**src/sv/dss_pkg.sv**
```systemverilog
// Shared types, constants and segment table for the decimal seven-segment scanner.
package dss_pkg;

    localparam int unsigned DIGIT_COUNT_DEF = 8;
    localparam int unsigned BCD_DIGITS      = 8;
    localparam int unsigned CONV_BITS       = 27;  // 99999999 fits in 27 bits
    localparam int unsigned CNT_W           = $clog2(CONV_BITS + 1);
    localparam logic [31:0] VALUE_LIMIT     = 32'd100000000;
    localparam logic [7:0]  DOT_BIT         = 8'h80;
    localparam logic [3:0]  DOT_NONE        = 4'hF;

    localparam logic STATUS_OK    = 1'b0;
    localparam logic STATUS_RANGE = 1'b1;

    typedef enum logic [0:0] {
        REQ_SET  = 1'b0,
        REQ_TICK = 1'b1
    } t_req_type;

    typedef struct packed {
        t_req_type          req_type;
        logic [31:0]        value;
        logic signed [3:0]  point_pos;
    } t_req;

    typedef struct packed {
        logic       status;
        logic [2:0] digit_select;
        logic [7:0] segment_pattern;
        logic       latch_on;
    } t_result;

    // Segments G..A in bits 6..0; B and D carry the dot to set them apart from 8 and 0.
    function automatic logic [7:0] seg_lookup(input logic [3:0] nib);
        logic [7:0] pat;
        unique case (nib)
            4'h0: pat = 8'h3F;
            4'h1: pat = 8'h06;
            4'h2: pat = 8'h5B;
            4'h3: pat = 8'h4F;
            4'h4: pat = 8'h66;
            4'h5: pat = 8'h6D;
            4'h6: pat = 8'h7D;
            4'h7: pat = 8'h07;
            4'h8: pat = 8'h7F;
            4'h9: pat = 8'h6F;
            4'hA: pat = 8'h77;
            4'hB: pat = 8'hFF;
            4'hC: pat = 8'h39;
            4'hD: pat = 8'hBF;
            4'hE: pat = 8'h79;
            4'hF: pat = 8'h71;
            default: pat = 8'h00;
        endcase
        return pat;
    endfunction

endpackage

```
**src/sv/dss_bcd_cell.sv**
```systemverilog
// One BCD digit cell of the shift-and-add-3 converter chain.
module dss_bcd_cell
    import dss_pkg::*;
(
    input  logic       i_clk,
    input  logic       i_rst_n,
    input  logic       i_clear,
    input  logic       i_shift,
    input  logic       i_carry,
    output logic       o_carry,
    output logic [3:0] o_digit
);

    logic [3:0] r_digit;
    logic [3:0] n_digit;
    logic [3:0] w_adj;

    // add 3 when the digit would overflow past 9 after doubling
    assign w_adj   = (r_digit >= 4'd5) ? r_digit + 4'd3 : r_digit;
    assign o_carry = w_adj[3];
    assign o_digit = r_digit;

    always_comb begin
        n_digit = r_digit;
        if (i_clear) begin
            n_digit = 4'd0;
        end else if (i_shift) begin
            n_digit = {w_adj[2:0], i_carry};
        end
    end

    always_ff @(posedge i_clk) begin
        if (!i_rst_n) begin
            r_digit <= 4'd0;
        end else begin
            r_digit <= n_digit;
        end
    end

endmodule

```
**src/sv/decimal_seven_segment_scanner.sv**
```systemverilog
// Top level: eight-digit multiplexed seven-segment driver with binary to BCD conversion.
//
// Usage
//   Command channel: an item is taken on a clock edge with start high and busy
//   low. req_type selects a set (value plus dot position) or a scan tick.
//   Result channel: every item yields one beat, shown on o_result for exactly
//   one cycle with o_strobe high. The receiver cannot stall; it must take it.
//   Config: APB-style port, display_enable at byte address 0, pready tied high.
// Timing
//   Tick: result beat in the cycle after acceptance; a tick can be taken every
//   cycle while no conversion is in flight. Out-of-range set (value >=
//   100000000): result next cycle, no state change. Valid set: busy stays high
//   while a row of eight BCD digit cells shifts the value in MSB first (one bit
//   per cycle, add-3 per cell); the result beat comes as busy falls, and no new
//   item is taken before then, so sets are bound by the bit-serial shift.
// Reset
//   Synchronous, active low: digits cleared to zero, no dot, scan index 0,
//   display enabled, no conversion in flight and no pending beat.
// Display
//   Ticks while enabled drive the current digit and advance the scan modulo
//   DIGIT_COUNT; while disabled they only report the latch off.
module decimal_seven_segment_scanner
    import dss_pkg::*;
#(
    parameter int unsigned DIGIT_COUNT = DIGIT_COUNT_DEF
) (
    input  logic        i_clk,
    input  logic        i_rst_n,
    // command channel
    input  logic        start,
    output logic        busy,
    input  t_req        i_req,
    // result channel
    output logic        o_strobe,
    output t_result     o_result,
    // configuration
    input  logic        psel,
    input  logic        penable,
    input  logic        pwrite,
    input  logic [2:0]  paddr,
    input  logic [31:0] pwdata,
    output logic [31:0] prdata,
    output logic        pready
);

    localparam logic [2:0] LAST_DIGIT = 3'(DIGIT_COUNT - 1);

    // control state
    logic             r_en;
    logic [CNT_W-1:0] r_cnt;
    logic             r_strobe;
    logic [2:0]       r_scan;
    logic [3:0]       r_dot;
    // payload
    logic [CONV_BITS-1:0] r_bin;
    t_result              r_result;

    logic    n_strobe;
    t_result n_result;
    logic    w_accept;
    logic    w_cfg_wr;
    logic    w_in_range;
    logic    w_load;

    // digit cell chain; the last carry is the overflow out of the top digit
    logic [3:0] w_digit [BCD_DIGITS];
    logic       w_carry [BCD_DIGITS+1];
    logic [3:0] w_nib;
    logic [7:0] w_pat;

    assign busy       = (r_cnt != '0);
    assign w_accept   = start && !busy;
    assign w_in_range = (i_req.value < VALUE_LIMIT);
    assign w_load     = w_accept && (i_req.req_type == REQ_SET) && w_in_range;
    assign w_cfg_wr   = psel && penable && pwrite && pready;

    assign pready = 1'b1;
    assign prdata = (paddr[2] == 1'b0) ? {31'd0, r_en} : 32'd0;

    // cell 0 takes the next binary bit; each cell hands its carry upward
    assign w_carry[0] = r_bin[CONV_BITS-1];

    for (genvar k = 0; k < BCD_DIGITS; k++) begin : g_cell
        dss_bcd_cell u_cell (
            .i_clk   (i_clk),
            .i_rst_n (i_rst_n),
            .i_clear (w_load),
            .i_shift (busy),
            .i_carry (w_carry[k]),
            .o_carry (w_carry[k+1]),
            .o_digit (w_digit[k])
        );
    end

    // segment pattern of the digit under the scan pointer
    assign w_nib = w_digit[r_scan];
    always_comb begin
        w_pat = seg_lookup(w_nib);
        // negative dot codes have bit 3 set and never match
        if (!r_dot[3] && (r_dot[2:0] == r_scan)) begin
            w_pat = w_pat | DOT_BIT;
        end
    end

    always_comb begin
        n_strobe = 1'b0;
        n_result = '0;
        if (w_accept) begin
            n_strobe = (i_req.req_type == REQ_TICK) || !w_in_range;
            if (i_req.req_type == REQ_TICK) begin
                if (r_en) begin
                    n_result.digit_select    = r_scan;
                    n_result.segment_pattern = w_pat;
                    n_result.latch_on        = 1'b1;
                end
            end else begin
                n_result.status = w_in_range ? STATUS_OK : STATUS_RANGE;
            end
        end else if (r_cnt == CNT_W'(1)) begin
            // last shift of a conversion
            n_strobe = 1'b1;
        end
    end

    always_ff @(posedge i_clk) begin
        if (!i_rst_n) begin
            r_en     <= 1'b1;
            r_cnt    <= '0;
            r_strobe <= 1'b0;
            r_scan   <= 3'd0;
            r_dot    <= DOT_NONE;
        end else begin
            r_strobe <= n_strobe;
            if (w_cfg_wr && (paddr[2] == 1'b0)) begin
                r_en <= pwdata[0];
            end
            if (w_load) begin
                r_cnt <= CNT_W'(CONV_BITS);
                r_dot <= i_req.point_pos;
            end else if (busy) begin
                r_cnt <= r_cnt - CNT_W'(1);
            end
            if (w_accept && (i_req.req_type == REQ_TICK) && r_en) begin
                r_scan <= (r_scan == LAST_DIGIT) ? 3'd0 : r_scan + 3'd1;
            end
        end
    end

    always_ff @(posedge i_clk) begin
        r_result <= n_result;
        if (w_load) begin
            r_bin <= i_req.value[CONV_BITS-1:0];
        end else if (busy) begin
            r_bin <= {r_bin[CONV_BITS-2:0], 1'b0};
        end
    end

    assign o_strobe = r_strobe;
    assign o_result = r_result;

    // end of a conversion always delivers its beat
    a_conv_done: assert property (@(posedge i_clk) disable iff (!i_rst_n)
        $fell(busy) |-> o_strobe)
        else $error("conversion finished without a result beat");

    // a tick always yields a beat on the next cycle
    a_tick_beat: assert property (@(posedge i_clk) disable iff (!i_rst_n)
        (start && !busy && i_req.req_type == REQ_TICK) |=> o_strobe)
        else $error("tick without result beat");

    // blanked beats carry no segments
    a_blank: assert property (@(posedge i_clk) disable iff (!i_rst_n)
        (o_strobe && !o_result.latch_on) |-> (o_result.segment_pattern == 8'd0))
        else $error("segments driven while latch off");

    // no new beat may appear in the middle of a conversion
    a_quiet: assert property (@(posedge i_clk) disable iff (!i_rst_n)
        (busy && $past(busy)) |-> !o_strobe)
        else $error("result beat during conversion");

    // in-range values never carry out of the top digit while shifting
    a_no_overflow: assert property (@(posedge i_clk) disable iff (!i_rst_n)
        busy |-> !w_carry[BCD_DIGITS])
        else $error("BCD row overflow");

endmodule

```
**config.mk**
```make
export PLATFORM = sky130hd
export DESIGN_NAME = decimal_seven_segment_scanner
export DESIGN_NICKNAME = d
export VERILOG_FILES = /design/src/sv/dss_pkg.sv /design/src/sv/dss_bcd_cell.sv /design/src/sv/decimal_seven_segment_scanner.sv
export SDC_FILE = /design/constraint.sdc
export NUM_CORES = 1
export LEC_CHECK = 0
export ABC_AREA = 1
export ABC_CLOCK_PERIOD_IN_PS = 3300
export BUFFER_PORTS_ARGS = -buffer_cell sky130_fd_sc_hd__buf_2
export CAP_MARGIN = 20
export CORE_MARGIN = 10
export CORE_UTILIZATION = 35
export DETAILED_ROUTE_END_ITERATION = 8
export GPL_ROUTABILITY_DRIVEN = 0
export HOLD_SLACK_MARGIN = 0.02
export PLACE_DENSITY_LB_ADDON = 0.08
export SYNTH_ARGS = -nofsm -noshare
export SYNTH_HDL_FRONTEND = slang
export SYNTH_HIERARCHICAL = 1
export SYNTH_SLANG_ARGS = --single-unit
```
**constraint.sdc**
```tcl
create_clock -name i_clk -period 3.3 [get_ports i_clk]
set_input_delay 0.33 -clock i_clk [delete_from_list [all_inputs] [get_ports i_clk]]
set_output_delay 0.33 -clock i_clk [all_outputs]
set_load 0.02 [all_outputs]
```
Word-level counts from Yosys, hierarchy flattened
Memory sizes are Yosys's and may differ from the RTL's.
Index checks and enable logic that the tools add are counted.
{"block": "op_classes", "n_addsub": 10, "n_lt_le_gt_ge": 10, "eq_ne": 3, "n_mux": 22, "bitwise": 5, "n_reduce_logical": 19}
{"cell": "$mux W27", "count": 2}
{"cell": "$mux W4", "count": 9}
{"cell": "$ge A4 B3 Y1 const B", "count": 8}
{"cell": "$lt A32 B27 Y1 const B", "count": 1}
{"cell": "$add A4 B2 Y4 const B", "count": 7}
{"cell": "$bmux W4 S3", "count": 1}
{"cell": "$mux W5", "count": 2}
{"cell": "$logic_and A1 B1 Y1", "count": 9}
{"cell": "$mux W8", "count": 1}
{"cell": "$mux W3", "count": 2}
{"cell": "$eq A5 B1 Y1 const B", "count": 1}
{"cell": "$mux W1", "count": 5}
{"cell": "$reduce_bool A5 Y1", "count": 1}
{"cell": "$sub A5 B1 Y5 const B", "count": 1}
{"cell": "$ge A4 B4 Y1 const B", "count": 1}
{"cell": "$not A1 Y1", "count": 4}
{"cell": "$not A3 Y4", "count": 1}
{"cell": "$reduce_or A2 Y1", "count": 2}
{"cell": "$add A3 B1 Y3 const B", "count": 1}
{"cell": "$add A3 B2 Y3 const B", "count": 1}
{"cell": "$eq A3 B3 Y1", "count": 1}
{"cell": "$eq A3 B3 Y1 const B", "count": 1}
{"cell": "$logic_not A1 Y1", "count": 3}
{"cell": "$reduce_and A3 Y1", "count": 1}
{"cell": "3 further kinds", "count": 3}
{"block": "word_totals", "reg_bits": 86, "romBits": 128, "input_bits": 78, "output_inout_bits": 48, "word_cells": 89, "mem_count": 1}
{"name": "(name not given)", "depth": 16, "word_bits": 8, "rd": 1, "rd_ports_with_merged_regs": 0, "write_ports": 0, "line": "dss_pkg.sv:36", "rtl": "unique case (nib)"}

Depth between registers and ports, before layout
{"block": "logic_depth", "ltp_word": 6, "depth_mapped": 14, "ltp_nobuf": 13}

Cells and area by module
Netlist, hierarchy kept.
{"module": "decimal_seven_segment_scanner", "n_inst": 1, "cells_per_inst": 417, "area_each_um2": 3196.8, "seq_area_each_um2": 1351.3}
{"module": "dss_bcd_cell", "n_inst": 8, "cells_per_inst": 39, "area_each_um2": 254.0, "seq_area_each_um2": 80.1}

Worst setup path before layout
Ideal clock, no wire load.
{"block": "synth_path", "kind": "reg2reg", "start": "register r_cnt[0]", "end": "register r_bin[0] (enable)", "setup_ps": 384, "arrival_ps": 2194, "t_required_ps": 2916, "slack_ps": 722, "path_stages_with_launch": 10, "path_buffers": 1, "period_less_slack_ps": 2578, "cell_sequence": "dfxtp_1 inv_1 ha_1 nand3_4 clkinv_2 nand2_4 nor2_8 nand2_4 buf_6 nand2_1"}
{"block": "synth_via", "elab_chain_cells": 6}
{"element": "from (decl)", "line": "decimal_seven_segment_scanner.sv:50", "rtl": "logic [CNT_W-1:0] r_cnt;"}
{"element": "from (signal assigned)", "line": "decimal_seven_segment_scanner.sv:138", "rtl": "r_cnt <= CNT_W'(CONV_BITS);"}
{"element": "from (signal assigned)", "line": "decimal_seven_segment_scanner.sv:141", "rtl": "r_cnt <= r_cnt - CNT_W'(1);"}
{"element": "$reduce_bool A5 Y1 (*)", "line": "decimal_seven_segment_scanner.sv:71", "rtl": "assign busy = (r_cnt != '0);"}
{"element": "via busy", "line": "decimal_seven_segment_scanner.sv:31", "rtl": "output logic busy,"}
{"element": "$logic_not A1 Y1", "line": "decimal_seven_segment_scanner.sv:72", "rtl": "assign w_accept = start && !busy;"}
{"element": "$logic_and A1 B1 Y1", "line": "decimal_seven_segment_scanner.sv:72"}
{"element": "$logic_and A1 B1 Y1 (2 in a row)", "line": "decimal_seven_segment_scanner.sv:74", "rtl": "assign w_load = w_accept && (i_req.req_type == REQ_SET) && w_in_range;"}
{"element": "$reduce_bool A2 Y1 (no line) (*)"}
{"element": "to (signal assigned)", "line": "decimal_seven_segment_scanner.sv:152", "rtl": "r_bin <= i_req.value[CONV_BITS-1:0];"}
{"element": "to (signal assigned)", "line": "decimal_seven_segment_scanner.sv:154", "rtl": "r_bin <= {r_bin[CONV_BITS-2:0], 1'b0};"}
{"element": "to (decl)", "line": "decimal_seven_segment_scanner.sv:55", "rtl": "logic [CONV_BITS-1:0] r_bin;"}
The timed path passes the listed nets; every way through them passes the cells marked *.
A chain may end at the register's enable or synchronous reset.

Worst setup path in the final report
{"block": "layout_path", "start": "register r_scan[0]", "end": "register r_result, in the netlist o_result[4]"}
{"block": "layout_via", "elab_chain_cells": 6}
{"element": "from (decl)", "line": "decimal_seven_segment_scanner.sv:52", "rtl": "logic [2:0] r_scan;"}
{"element": "from (signal assigned)", "line": "decimal_seven_segment_scanner.sv:144", "rtl": "r_scan <= (r_scan == LAST_DIGIT) ? 3'd0 : r_scan + 3'd1;"}
{"element": "$not A3 Y4 (not written as such)", "line": "decimal_seven_segment_scanner.sv:96", "rtl": "assign w_nib = w_digit[r_scan];"}
{"element": "$bmux W4 S3", "line": "decimal_seven_segment_scanner.sv:96"}
{"element": "$mux W4 (not written as such) (2 in a row)", "line": "decimal_seven_segment_scanner.sv:96"}
{"element": "$mem_v2 Z16 W8"}
{"element": "$mux W8", "line": "decimal_seven_segment_scanner.sv:100", "rtl": "if (!r_dot[3] && (r_dot[2:0] == r_scan)) begin"}
{"element": "to (signal assigned)", "line": "decimal_seven_segment_scanner.sv:150", "rtl": "r_result <= n_result;"}
{"element": "to (decl)", "line": "decimal_seven_segment_scanner.sv:56", "rtl": "t_result r_result;"}
Every way passes these cells. The select of a mux whose other input is x is not followed.

==> flow_metrics.env <==
export IMPL_max_freq_ghz=0.4159
export IMPL_syn_area_mm2=0.005212
export IMPL_cts_buffer_depth=2
export IMPL_tns_ns=0
export IMPL_grt_start_max_net_pins=47
export IMPL_cap_violations=0
export IMPL_clock_root_buffer="clkbuf_16"
export IMPL_setup_viol=0
export IMPL_dieArea_mm2=0.02017
export IMPL_hp_class="input pin to flop"
export IMPL_post_place_ws_ns=0.8696
export IMPL_fin_nets=892
export IMPL_worst_slack_ns=0.8958
export IMPL_clk_latency_ns=0.35
export IMPL_netlist_instances=726
export IMPL_grt_ovfl_total=0
export IMPL_hold_violations=0
export IMPL_n_fill_cell=1545
export IMPL_maxSlewHeadroom=0.5854
export IMPL_grt_first_pass_wirelength_mm=20.38
export IMPL_critPathMaxFanout=19
export IMPL_drive_above_1_share=0.1439
export IMPL_final_max_slew_viol_count=0
export IMPL_cts_tree="built"
export IMPL_cp_required_ns=3.55
export IMPL_hold_buffers=0
export IMPL_vias=4469
export IMPL_fin_crit_sh=0.7285
export IMPL_cts_sinks=86
export IMPL_first_global_vias=4381
export IMPL_routed_via_density=4.579
export IMPL_coreArea_mm2=0.01459
export IMPL_fp_row_count=44
export IMPL_synth_yosys_warnings=6
export IMPL_start_kind="flop"
export IMPL_wl_per_cell_um=12.64
export IMPL_diodes=0
export IMPL_grt_use_total=0.1218
export IMPL_area_growth_pct=12.72
export IMPL_syn_avg_cell_area_um2=7.180
export IMPL_worst_endpoint_arrival_ns=2.65
export IMPL_cts_setup_buffers=0
export IMPL_htree_levels=3
export IMPL_rsz0062_at_grt="no"
export IMPL_placedCellCount=960
export IMPL_leakage_uw=0.002932
export IMPL_die_y_um=142.0
export IMPL_cts_made_buffers=9
export IMPL_status="completed"
export IMPL_clkTransAtPathRegs_ns=0.07
export IMPL_first_iter_violations=222
export IMPL_num_io_pins=126
export IMPL_final_util=0.4027
export IMPL_antenna_found_initial=0
export IMPL_crit_type="flop to flop"
export IMPL_drt_wl_total_mm=12.34
export IMPL_route_detailed_drc=0
export IMPL_antenna_left=0
export IMPL_fin_crit_ns=2.404
export IMPL_instances_no_fill=976
export IMPL_firstDrtPassIters=4
export IMPL_endpoint_kind="flop"
export IMPL_port_buffers=60
export IMPL_finClkSkew_ns=0.01000
export IMPL_place_hpwl_mm=9.239
export IMPL_initial_core_util=0.3573
export IMPL_cts_resized=0
export IMPL_max_slew_worst_pin_slew_ns=0.6210
export IMPL_ir_drop_v=0.0003662
export IMPL_die_w_um=142.0
export IMPL_power_density_mw_per_mm2=880.8
-- final cells by class --
| cell class | instances | area [um^2] | share of cell area |
|---|---|---|---|
| clock inverter | 5 | 42.54 | 0.007240 |
| inverter | 129 | 486.7 | 0.08284 |
| sequential | 86 | 1992 | 0.3390 |
| timing repair buffer | 63 | 322.8 | 0.05494 |
| multi-input combinational | 498 | 2526 | 0.4299 |
| tap | 184 | 230.2 | 0.03918 |
| clock buffer | 11 | 275.3 | 0.04685 |
-- path summary, 6_finish.rpt --
path	start	endpoint	slack (ns)	cells past startpoint
max reg2reg	r_scan[0]	o_result[4]	0.90	11
min	pwdata[0]	r_en	0.20	3
max	r_scan[0]	o_result[4]	0.90	11
min reg2reg	r_dot[3]	r_dot[3]	0.48	2
-- layout by cell type, fill, tap and decap left out, types with 6 or more instances in the layout --
master,n
edfxtp_1,27
nor2_1,51
inv_1,123
nand2_2,17
clkbuf_16,11
a21oi_1,39
ha_1,27
a211oi_1,8
nand3_1,76
buf_2,60
o21ai_0,26
conb_1,32
dfxtp_1,59
o31ai_1,7
o21ai_2,6
nand2_1,187
-- critical path: stages, from the launching register on --
cell and delay [ns]:
dfxtp_1 0.72, inv_2 0.28, o21ai_0 0.23, o22ai_1 0.09, nand2_1 0.06, o21ai_0 0.18
inv_1 0.19, ha_1 0.25, nand3_1 0.08, nand2_1 0.07, nor2_1 0.10, nor2_1 0.05
-- state kept, by name (all words and copies together), names as in the netlist --
| signal | flops |
|---|---|
| g_cell.u_cell/o_digit | 32 |
| o_result | 13 |
| o_strobe | 1 |
| r_bin | 27 |
| r_cnt | 5 |
| r_dot | 4 |
| r_en | 1 |
| r_scan | 3 |
-- per-layer routing --
layer	track usage	wire [um]	vias to the layer above
li1	-	-	2351
met1	0.1386	5453	2006
met2	0.2060	5847	99
met3	0.04239	841	13
met4	0.04411	197	0
met5	0	0	-
-- metrics by stage --
stage                     hold slack (ns)  instance area, um^2  power (uW)
after floorplan                    0.4093                 5325        3592
after global placement             0.4600                 5558        4093
after detailed placement           0.4670                 5558        4147
after CTS                          0.1922                 5876        5261
after global routing               0.2039                 5876        5698
final                              0.2016                 5876        5175
-- power by group --
group,switching [uW],internal (uW),total (uW)
Sequential,273,1570,1840
Combinational,1450,796,2250
Clock,468,614,1080
Total,2200,2980,5180
Power figures use the tool's default switching activity.
